## config.mk

```make
export PLATFORM = sky130hd
export DESIGN_NAME = yuvbgr_pixel
export DESIGN_NICKNAME = d
export VERILOG_FILES = /design/src/sv/yuvbgr_pkg.sv /design/src/sv/yuvbgr_pixel.sv
export SDC_FILE = /design/constraint.sdc
export NUM_CORES = 2
export LEC_CHECK = 0
export BUFFER_PORTS_ARGS = -buffer_cell sky130_fd_sc_hd__buf_4
export CORE_MARGIN = 5
export CORE_UTILIZATION = 40
export DETAILED_ROUTE_END_ITERATION = 8
export SYNTH_ARGS = -nofsm -noshare
export SYNTH_HDL_FRONTEND = slang
export SYNTH_SLANG_ARGS = --single-unit
```

## constraint.sdc

```tcl
create_clock -name clock -period 11 [get_ports clock]
set_input_delay 1.65 -clock clock [delete_from_list [all_inputs] [get_ports clock]]
set_output_delay 1.65 -clock clock [all_outputs]
set_load 0.01 [all_outputs]
```

## src/sv/yuvbgr_pkg.sv

```systemverilog
package yuvbgr_pkg;

   // Configuration register indexes, in the order of the register map.
   typedef enum logic [3:0] {
      REG_HUE        = 4'd0,
      REG_BRIGHTNESS = 4'd1,
      REG_CONTRAST   = 4'd2,
      REG_SATURATION = 4'd3
   } reg_index_type;

   localparam int CSR_INDEX_W = 4;

   // Register stages: three for the chroma rotation, eight per pixel after that.
   localparam int NUM_STAGES  = 11;
   localparam int HUE_STAGES  = 3;
   localparam int PIX_STAGES  = NUM_STAGES - HUE_STAGES;

   // Channel slots inside a pixel.
   localparam int CH_BLUE  = 0;
   localparam int CH_GREEN = 1;
   localparam int CH_RED   = 2;

   // Sine and cosine for the neutral hue setting.
   localparam logic signed [15:0] Q14_ZERO = 16'sd0;
   localparam logic signed [15:0] Q14_ONE  = 16'sd16384;
   localparam logic [7:0]         NEUTRAL  = 8'd128;

   // Load strobes for the per-pixel pipeline stages.
   typedef struct packed {
      logic [PIX_STAGES-1:0] load;
   } pix_ctrl_type;

   // Picture controls that the pixel lanes read.
   typedef struct packed {
      logic [7:0] brightness;
      logic [7:0] contrast;
      logic [7:0] saturation;
   } procamp_type;

   // First quarter of a sine wave in signed Q2.14, 64 steps per quarter turn.
   localparam logic signed [15:0] QUARTER_SINE [65] = '{
      16'sd0,     16'sd402,   16'sd804,   16'sd1205,  16'sd1606,  16'sd2006,
      16'sd2404,  16'sd2801,  16'sd3196,  16'sd3590,  16'sd3981,  16'sd4370,
      16'sd4756,  16'sd5139,  16'sd5520,  16'sd5897,  16'sd6270,  16'sd6639,
      16'sd7005,  16'sd7366,  16'sd7723,  16'sd8076,  16'sd8423,  16'sd8765,
      16'sd9102,  16'sd9434,  16'sd9760,  16'sd10080, 16'sd10394, 16'sd10702,
      16'sd11003, 16'sd11297, 16'sd11585, 16'sd11866, 16'sd12140, 16'sd12406,
      16'sd12665, 16'sd12916, 16'sd13160, 16'sd13395, 16'sd13623, 16'sd13842,
      16'sd14053, 16'sd14256, 16'sd14449, 16'sd14635, 16'sd14811, 16'sd14978,
      16'sd15137, 16'sd15286, 16'sd15426, 16'sd15557, 16'sd15679, 16'sd15791,
      16'sd15893, 16'sd15986, 16'sd16069, 16'sd16143, 16'sd16207, 16'sd16261,
      16'sd16305, 16'sd16340, 16'sd16364, 16'sd16379, 16'sd16384
   };

   // Sine of k*pi/128 in Q2.14, folded out of the quarter-wave table.
   function automatic logic signed [15:0] sine_q14(input logic [7:0] k);
      logic [6:0]         phase;
      logic [6:0]         idx;
      logic signed [15:0] mag;
      begin
         phase = k[6:0];
         idx   = (phase <= 7'd64) ? phase : 7'(8'd128 - {1'b0, phase});
         mag   = QUARTER_SINE[idx];
         return k[7] ? -mag : mag;
      end
   endfunction

   function automatic logic [7:0] clamp_byte(input logic signed [21:0] x);
      begin
         if (x < 22'sd0) begin
            return 8'd0;
         end else if (x > 22'sd255) begin
            return 8'd255;
         end else begin
            return x[7:0];
         end
      end
   endfunction

   // Division by 128 that rounds toward zero.
   function automatic logic signed [21:0] div128_trunc(input logic signed [21:0] n);
      begin
         if (n < 22'sd0) begin
            return (n + 22'sd127) >>> 7;
         end else begin
            return n >>> 7;
         end
      end
   endfunction

endpackage

```

## src/sv/yuvbgr_pixel.sv

```systemverilog
module yuvbgr_pixel (
   input  logic                     clock,
   input  yuvbgr_pkg::pix_ctrl_type ctrl,
   input  yuvbgr_pkg::procamp_type  amp,
   input  logic [7:0]               luma,
   input  logic [7:0]               chroma_u,
   input  logic [7:0]               chroma_v,
   output logic [7:0]               blue,
   output logic [7:0]               green,
   output logic [7:0]               red
);

   // Stage 0: BT.601 products.
   logic signed [8:0]  luma_c;
   logic signed [8:0]  chroma_d;
   logic signed [8:0]  chroma_e;
   logic signed [19:0] luma_term_in,  luma_term_ff;
   logic signed [19:0] blue_term_in,  blue_term_ff;
   logic signed [19:0] green_term_in, green_term_ff;
   logic signed [19:0] red_term_in,   red_term_ff;

   // Stage 1: clamped RGB.
   logic [7:0] chan_in [3];
   logic [7:0] chan_ff [3];

   // Stage 2: contrast products.
   logic signed [17:0] cprod_in [3];
   logic signed [17:0] cprod_ff [3];

   // Stage 3: contrast and brightness result.
   logic signed [18:0] bright_off;
   logic signed [10:0] x1_in [3];
   logic signed [10:0] x1_ff [3];

   // Stage 4: channel sum for gray.
   logic signed [11:0] sum_in, sum_ff;
   logic signed [10:0] x1_d4_ff [3];

   // Stage 5: gray.
   logic [10:0]        sum_mag;
   logic [21:0]        third_prod;
   logic signed [10:0] gray_in, gray_ff;
   logic signed [10:0] x1_d5_ff [3];

   // Stage 6: saturation products.
   logic signed [20:0] sprod_in [3];
   logic signed [20:0] sprod_ff [3];
   logic signed [10:0] gray_d6_ff;

   // Stage 7: output.
   logic [7:0] x2_in [3];
   logic [7:0] x2_ff [3];

   assign luma_c   = $signed({1'b0, luma}) - 9'sd16;
   assign chroma_d = $signed({1'b0, chroma_u}) - 9'sd128;
   assign chroma_e = $signed({1'b0, chroma_v}) - 9'sd128;

   assign luma_term_in  = 20'(luma_c) * 20'sd298;
   assign blue_term_in  = 20'(chroma_d) * 20'sd516;
   assign green_term_in = 20'(chroma_d) * 20'sd100 + 20'(chroma_e) * 20'sd208;
   assign red_term_in   = 20'(chroma_e) * 20'sd409;

   always_ff @(posedge clock) begin
      if (ctrl.load[0]) begin
         luma_term_ff  <= luma_term_in;
         blue_term_ff  <= blue_term_in;
         green_term_ff <= green_term_in;
         red_term_ff   <= red_term_in;
      end
   end

   // The arithmetic shift is the floor division by 256.
   always_comb begin
      chan_in[yuvbgr_pkg::CH_BLUE] = yuvbgr_pkg::clamp_byte(
         22'((luma_term_ff + blue_term_ff + 20'sd128) >>> 8));
      chan_in[yuvbgr_pkg::CH_GREEN] = yuvbgr_pkg::clamp_byte(
         22'((luma_term_ff - green_term_ff + 20'sd128) >>> 8));
      chan_in[yuvbgr_pkg::CH_RED] = yuvbgr_pkg::clamp_byte(
         22'((luma_term_ff + red_term_ff + 20'sd128) >>> 8));
   end

   assign bright_off = 19'($signed({1'b0, amp.brightness}) - 9'sd128) * 19'sd255;

   always_comb begin
      for (int i = 0; i < 3; i++) begin
         cprod_in[i] = 18'($signed({1'b0, chan_ff[i]}) - 9'sd128)
                       * 18'($signed({1'b0, amp.contrast}));
         x1_in[i] = 11'(yuvbgr_pkg::div128_trunc(
                        22'(19'(cprod_ff[i]) + 19'sd16384 + bright_off)));
      end
   end

   assign sum_in = 12'(x1_ff[0]) + 12'(x1_ff[1]) + 12'(x1_ff[2]);

   // Division by three: the magnitude stays below 2048, where 683/2048 is exact
   // after truncation.
   assign sum_mag    = sum_ff[11] ? 11'(-sum_ff) : sum_ff[10:0];
   assign third_prod = 22'(sum_mag) * 22'd683;
   assign gray_in    = sum_ff[11] ? -$signed({1'b0, third_prod[20:11]})
                                  : $signed({1'b0, third_prod[20:11]});

   // A negative sum of less than one output step floors to minus one under the
   // shift where truncation would give zero; both clamp to zero, so the shift serves here.
   always_comb begin
      for (int i = 0; i < 3; i++) begin
         sprod_in[i] = 21'(12'(x1_d5_ff[i]) - 12'(gray_ff))
                       * 21'($signed({1'b0, amp.saturation}));
         x2_in[i] = yuvbgr_pkg::clamp_byte(
                       ((22'(gray_d6_ff) <<< 7) + 22'(sprod_ff[i])) >>> 7);
      end
   end

   always_ff @(posedge clock) begin
      if (ctrl.load[1]) begin
         chan_ff <= chan_in;
      end
      if (ctrl.load[2]) begin
         cprod_ff <= cprod_in;
      end
      if (ctrl.load[3]) begin
         x1_ff <= x1_in;
      end
      if (ctrl.load[4]) begin
         sum_ff   <= sum_in;
         x1_d4_ff <= x1_ff;
      end
      if (ctrl.load[5]) begin
         gray_ff  <= gray_in;
         x1_d5_ff <= x1_d4_ff;
      end
      if (ctrl.load[6]) begin
         sprod_ff   <= sprod_in;
         gray_d6_ff <= gray_ff;
      end
      if (ctrl.load[7]) begin
         x2_ff <= x2_in;
      end
   end

   assign blue  = x2_ff[yuvbgr_pkg::CH_BLUE];
   assign green = x2_ff[yuvbgr_pkg::CH_GREEN];
   assign red   = x2_ff[yuvbgr_pkg::CH_RED];

endmodule
```

# Word-level counts from Yosys, hierarchy flattened
# Index checks and enable logic that the tools add are counted.
word_totals:
  regBits: 372
  latchBits: 0
  ramBits: 0
  mem_bits_ro: 0
  output_inout_bits: 24
  elab_cells: 101
  n_memories: 0
op_classes:
  add_sub_neg: 33
  n_mul: 13
  n_div: 0
  order_cmp: 15
  eq_ne: 0
  n_shift: 0
  n_mux: 11
  bitwise: 0
  n_reduce_logical: 0
op_table:
  columns: ["cell", "count"]
  rows:
  - ["$add A18 B21 Y22", 3]
  - ["$mul A12 B9 Y21", 3]
  - ["$add A19 B18 Y20", 3]
  - ["$lt A20 B1 Y1 const B", 3]
  - ["$add A18 B16 Y19 const B", 3]
  - ["$add A18 B8 Y18 const B", 3]
  - ["$mul A9 B9 Y18", 3]
  - ["$mul A9 B9 Y18 const B", 3]
  - ["$sub A8 B8 Y9 const B", 6]
  - ["$mux W8", 6]
  - ["$gt A15 B9 Y1 const B", 3]
  - ["$lt A15 B1 Y1 const B", 3]
  - ["$mux W11", 4]
  - ["$add A20 B9 Y21 const B", 2]
  - ["$sub A11 B11 Y12", 3]
  - ["$gt A13 B9 Y1 const B", 2]
  - ["$lt A13 B1 Y1 const B", 2]
  - ["$add A21 B9 Y22 const B", 1]
  - ["$add A19 B20 Y21", 1]
  - ["$mul A11 B10 Y21 const B", 1]
  - ["$add A19 B19 Y20", 1]
  - ["$sub A19 B19 Y20", 1]
  - ["$add A17 B18 Y19", 1]
  - ["$mul A9 B10 Y19 const B", 1]
  - ["10 further kinds", 10]

# Logic depth before layout (Yosys ltp)
depth:
  word_depth: 5
  mapped_depth: 31

# Worst setup path before layout
# Ideal clock, no wire load.
synth_path:
  path_type: "input-to-reg"
  startpoint: "in amp[23] in the netlist's numbering"
  endpoint: "reg x1_ff[10] in the netlist's numbering (data pin)"
  setup_ps: 264
  arrival_ps: 8304
  required_time_ps: 10736
  slack_ps: 2432
  cell_stages: 28
  n_path_buf: 2
  cell_sequence: "clkbuf_1 -> inv_1 -> fa_1 -> fa_1 -> inv_1 -> fa_1 -> fa_1 -> inv_1 -> ha_1 -> a21oi_1 -> o21bai_1 -> a21oi_1 -> nor2b_1 -> o21ai_0 -> a21oi_1 -> o41ai_1 -> xnor2_1 -> ha_1 -> ha_1 -> o21a_1 -> o21a_1 -> a21boi_0 -> a2111oi_0 -> a32oi_1 -> or3_1 -> clkbuf_1 -> nor4_1 -> xnor2_1"
synth_rtl:
  columns: ["element", "line", "rtl"]
  rows:
  - ["start, declared", "yuvbgr_pixel.sv:4", "input yuvbgr_pkg::procamp_type amp,"]
  - ["end signal, assigned", "yuvbgr_pixel.sv:121", "x1_ff <= x1_in;"]
  - ["end, declared", "yuvbgr_pixel.sv:33", "logic signed [10:0] x1_ff [3];"]

==> key figures <==
Logic synthesis
  • Netlist Area Pre-Place: roughly 48000 um^2
  • Synth area leader: fa_1
  • Post-synthesis sequential area ratio: 0.218
  • Synth top area cells: fa_1 (22%), edfxtp_1 (22%), ha_1 (21%)
  • Syn Inst Count: about 4800
  • Top FF cell, synth: edfxtp_1
  • Distinct cells, synth: 76
  • Mapped Nets: just over 6000
  • Fraction of registers with async set/reset: 0
  • YS warnings: 0
  • Syn avg cell area: just under 10 um^2
  • Seq cells post-synth: about 350
  • Number of synthesized flops with an enable pin: approximately 350
  • Area fraction of the dominant cell type after synthesis: 0.218

Timing
  • Final period util: 0.777
  • Worst Skew: about 0.021 ns
  • Max Clk Rate: roughly 120 MHz
  • Final slew viol count: 0
  • Setup violations, final: 0
  • Slew at the pin closest to its max-slew limit: 1.18 ns
  • Final hold violation count: 0
  • Post-route minimum period: roughly 8.6 ns
  • RSZ-0062 raised after global routing: no
  • Setup TNS: 0 ns
  • Slew headroom: 0.209

Route
  • Pre-Repair DR Iteration Count: 5
  • Post-route ant nets: 0
  • Routed WL per cell: approximately 15 um
  • Total Routed Length: 99700 um
  • Initial drt markers: between 1500 and 2000
  • Vias: 32500
  • Vias/cell: between 5 and 6
  • Remaining DRCs: 0

Floorplan
  • Die area: 126000 um^2
  • Row count: 126
  • Starting density of the core: 0.403
  • Ports: just over 80
  • Die Width: approximately 360 um
  • Die Y-Extent: approximately 360 um
  • Core Area: approximately 120000 um^2

Finish
  • Most common cell after layout, fill and taps aside: inv_1
  • # diodes: 0
  • Most frequent cells in the layout: inv_1 (935), ha_1 (793), fa_1 (520)
  • Fillers: between 10000 and 15000
  • Area growth syn-to-layout: 8.00%
  • Post-layout util: 0.436
  • Share of cells above drive strength 1: 0.0388
  • Layout Nets: between 6000 and 7000

Critical path
  • Crit-path max FO: 14
  • Most used cell, CP: fa_1
  • Worst setup SP type: input port
  • Crit path required time: about 11 ns
  • Crit Path Category: in -> reg
  • CP Data Arrival Time: 8.91 ns
  • Critical path's slowest cell: fa_1
  • Max incr delay on CP: 0.56 ns
  • Setup crit end kind: flop

Clock network
  • CTS buffer count: 44
  • Clock latency on the worst-skew pair: between 0.6 and 0.7 ns
  • # hold bufs at CTS: 0
  • Clock transition at path regs: around 0.06 ns
  • CTS root buffer: clkbuf_16
  • Resized cells post-CTS: 0
  • CTS tree: yes
  • # Post-CTS Setup Buffers: 0
  • Clk buf depth: 3
  • H-Tree Depth: 2
  • Sink Count: 346

Global routing
  • First-pass GRT wire length: between 150000 and 200000 um
  • Antenna violations before repair: 1
  • Pin count of the biggest net entering global routing: 70
  • GRT Residual Overflow: 0
  • Via count of the first global-routing pass: 33300
  • Gr usage total: 0.160

Run
  • Max Cap Viol: 0

Place
  • GPL Wtd Cong: about 0.85
  • Input/output buffers: 80
  • Dpl hpwl: approximately 83000 um

Run status
  • Status: completed

Hold path
  • HP Class: reg -> reg
critical path: cells and delay by family:
family	cells	cell delay (ns)
adders and majority gates	7	3.12
AOI/OAI and AO/OA	11	2.16
and+or+nand+nor	3	0.97
buffers and inverters	4	0.61
xor gates and xnor gates	2	0.38
flip-flops by register name, indices dropped and copies added, names as in the netlist, 11 cells and up:
signal / flops
chan_ff: 24
green_term_ff: 15
x1_d5_ff: 33
sum_ff: 12
gray_d6_ff: 11
sprod_ff: 42
red_term_ff: 18
blue_term_ff: 18
gray_ff: 11
luma_term_ff: 18
cprod_ff: 54
x1_ff: 33
x1_d4_ff: 33
cells in the mapped netlist (5+ instances only):
library cell  instances
a2111oi_0             6
a211o_1              12
a211oi_1             16
a21boi_0             25
a21o_1               62
a21oi_1             208
a221oi_1              5
a31o_2               10
a31oi_1              22
and2_1              256
and3_1               18
clkbuf_1             64
edfxtp_1            346
fa_1                520
ha_1                793
inv_1               935
mux2i_1               6
nand2_1             286
nand2b_1             47
nand3_1              54
nand4_1              14
nand4b_1              5
nor2_1              219
nor2b_1              66
nor3_1               67
nor3b_1              11
nor4_1               13
o211ai_1             20
o21a_1               62
o21ai_0             149
o21bai_1             37
o221ai_1              5
o22ai_1               7
o311ai_0              5
o31a_1                8
o31ai_1              16
o41ai_1              15
or2_2                12
or3_1                 9
or4_1                 7
xnor2_1             217
xor2_1               99
metrics by stage:
stage                     hold WS (ns)  instance area [um^2]  worst slack (ns)  instances
after floorplan                  0.400                 47700              2.43       4824
after global placement           0.402                 50000              1.88       6376
after detailed placement         0.405                 50000              1.80       6376
after CTS                        0.418                 51500              2.45       6458
after global routing             0.422                 51500              1.88       6458
final                            0.413                 51500              2.45       6458
kinds of logic (layout without fill, tap and decap cells):
family	Yosys count	in the layout	share of synthesized area
AOI/OAI and AO/OA	740	740	0.101
DFF	346	346	0.218
muxes	10	10	0.00220
adders and majority gates	1313	1313	0.426
buffers and inverters	1000	1098	0.0787
xor gates and xnor gates	316	316	0.0580
and+or+nand+nor	1099	1099	0.116
metal layers:
layer  share of wire  up-vias  track usage
met5               0        -            0
met4           0.034        0       0.0525
li1                -    16100            -
met2            0.49      466        0.286
met1            0.44    15700        0.203
met3           0.035      149       0.0187
cell type report:
type | count | area (um^2) | share of cell area
Multi-Input combinational cell | 3478 | 33500 | 0.651
Sequential cell | 346 | 10400 | 0.202
Inverter | 935 | 3510 | 0.0682
Tap cell | 1536 | 1920 | 0.0373
Clock buffer | 47 | 1110 | 0.0216
Timing Repair Buffer | 81 | 608 | 0.0118
Clock inverter | 35 | 412 | 0.00799
worst paths after layout:
kind / startpoint / end / slack (ns) / cells after the start
setup / recovery: amp[23] / x1_ff[10] / 2.45 / 27
hold / removal: x1_d4_ff[29] / x1_d5_ff[29] / 0.41 / 0
setup reg to reg: gray_ff[1] / sprod_ff[41] / 3.19 / 27
hold reg to reg: x1_d4_ff[29] / x1_d5_ff[29] / 0.41 / 0
Power is left out: the tool's default activity adds up to more than one toggle a clock period on the data nets, which glitch-free logic cannot reach.
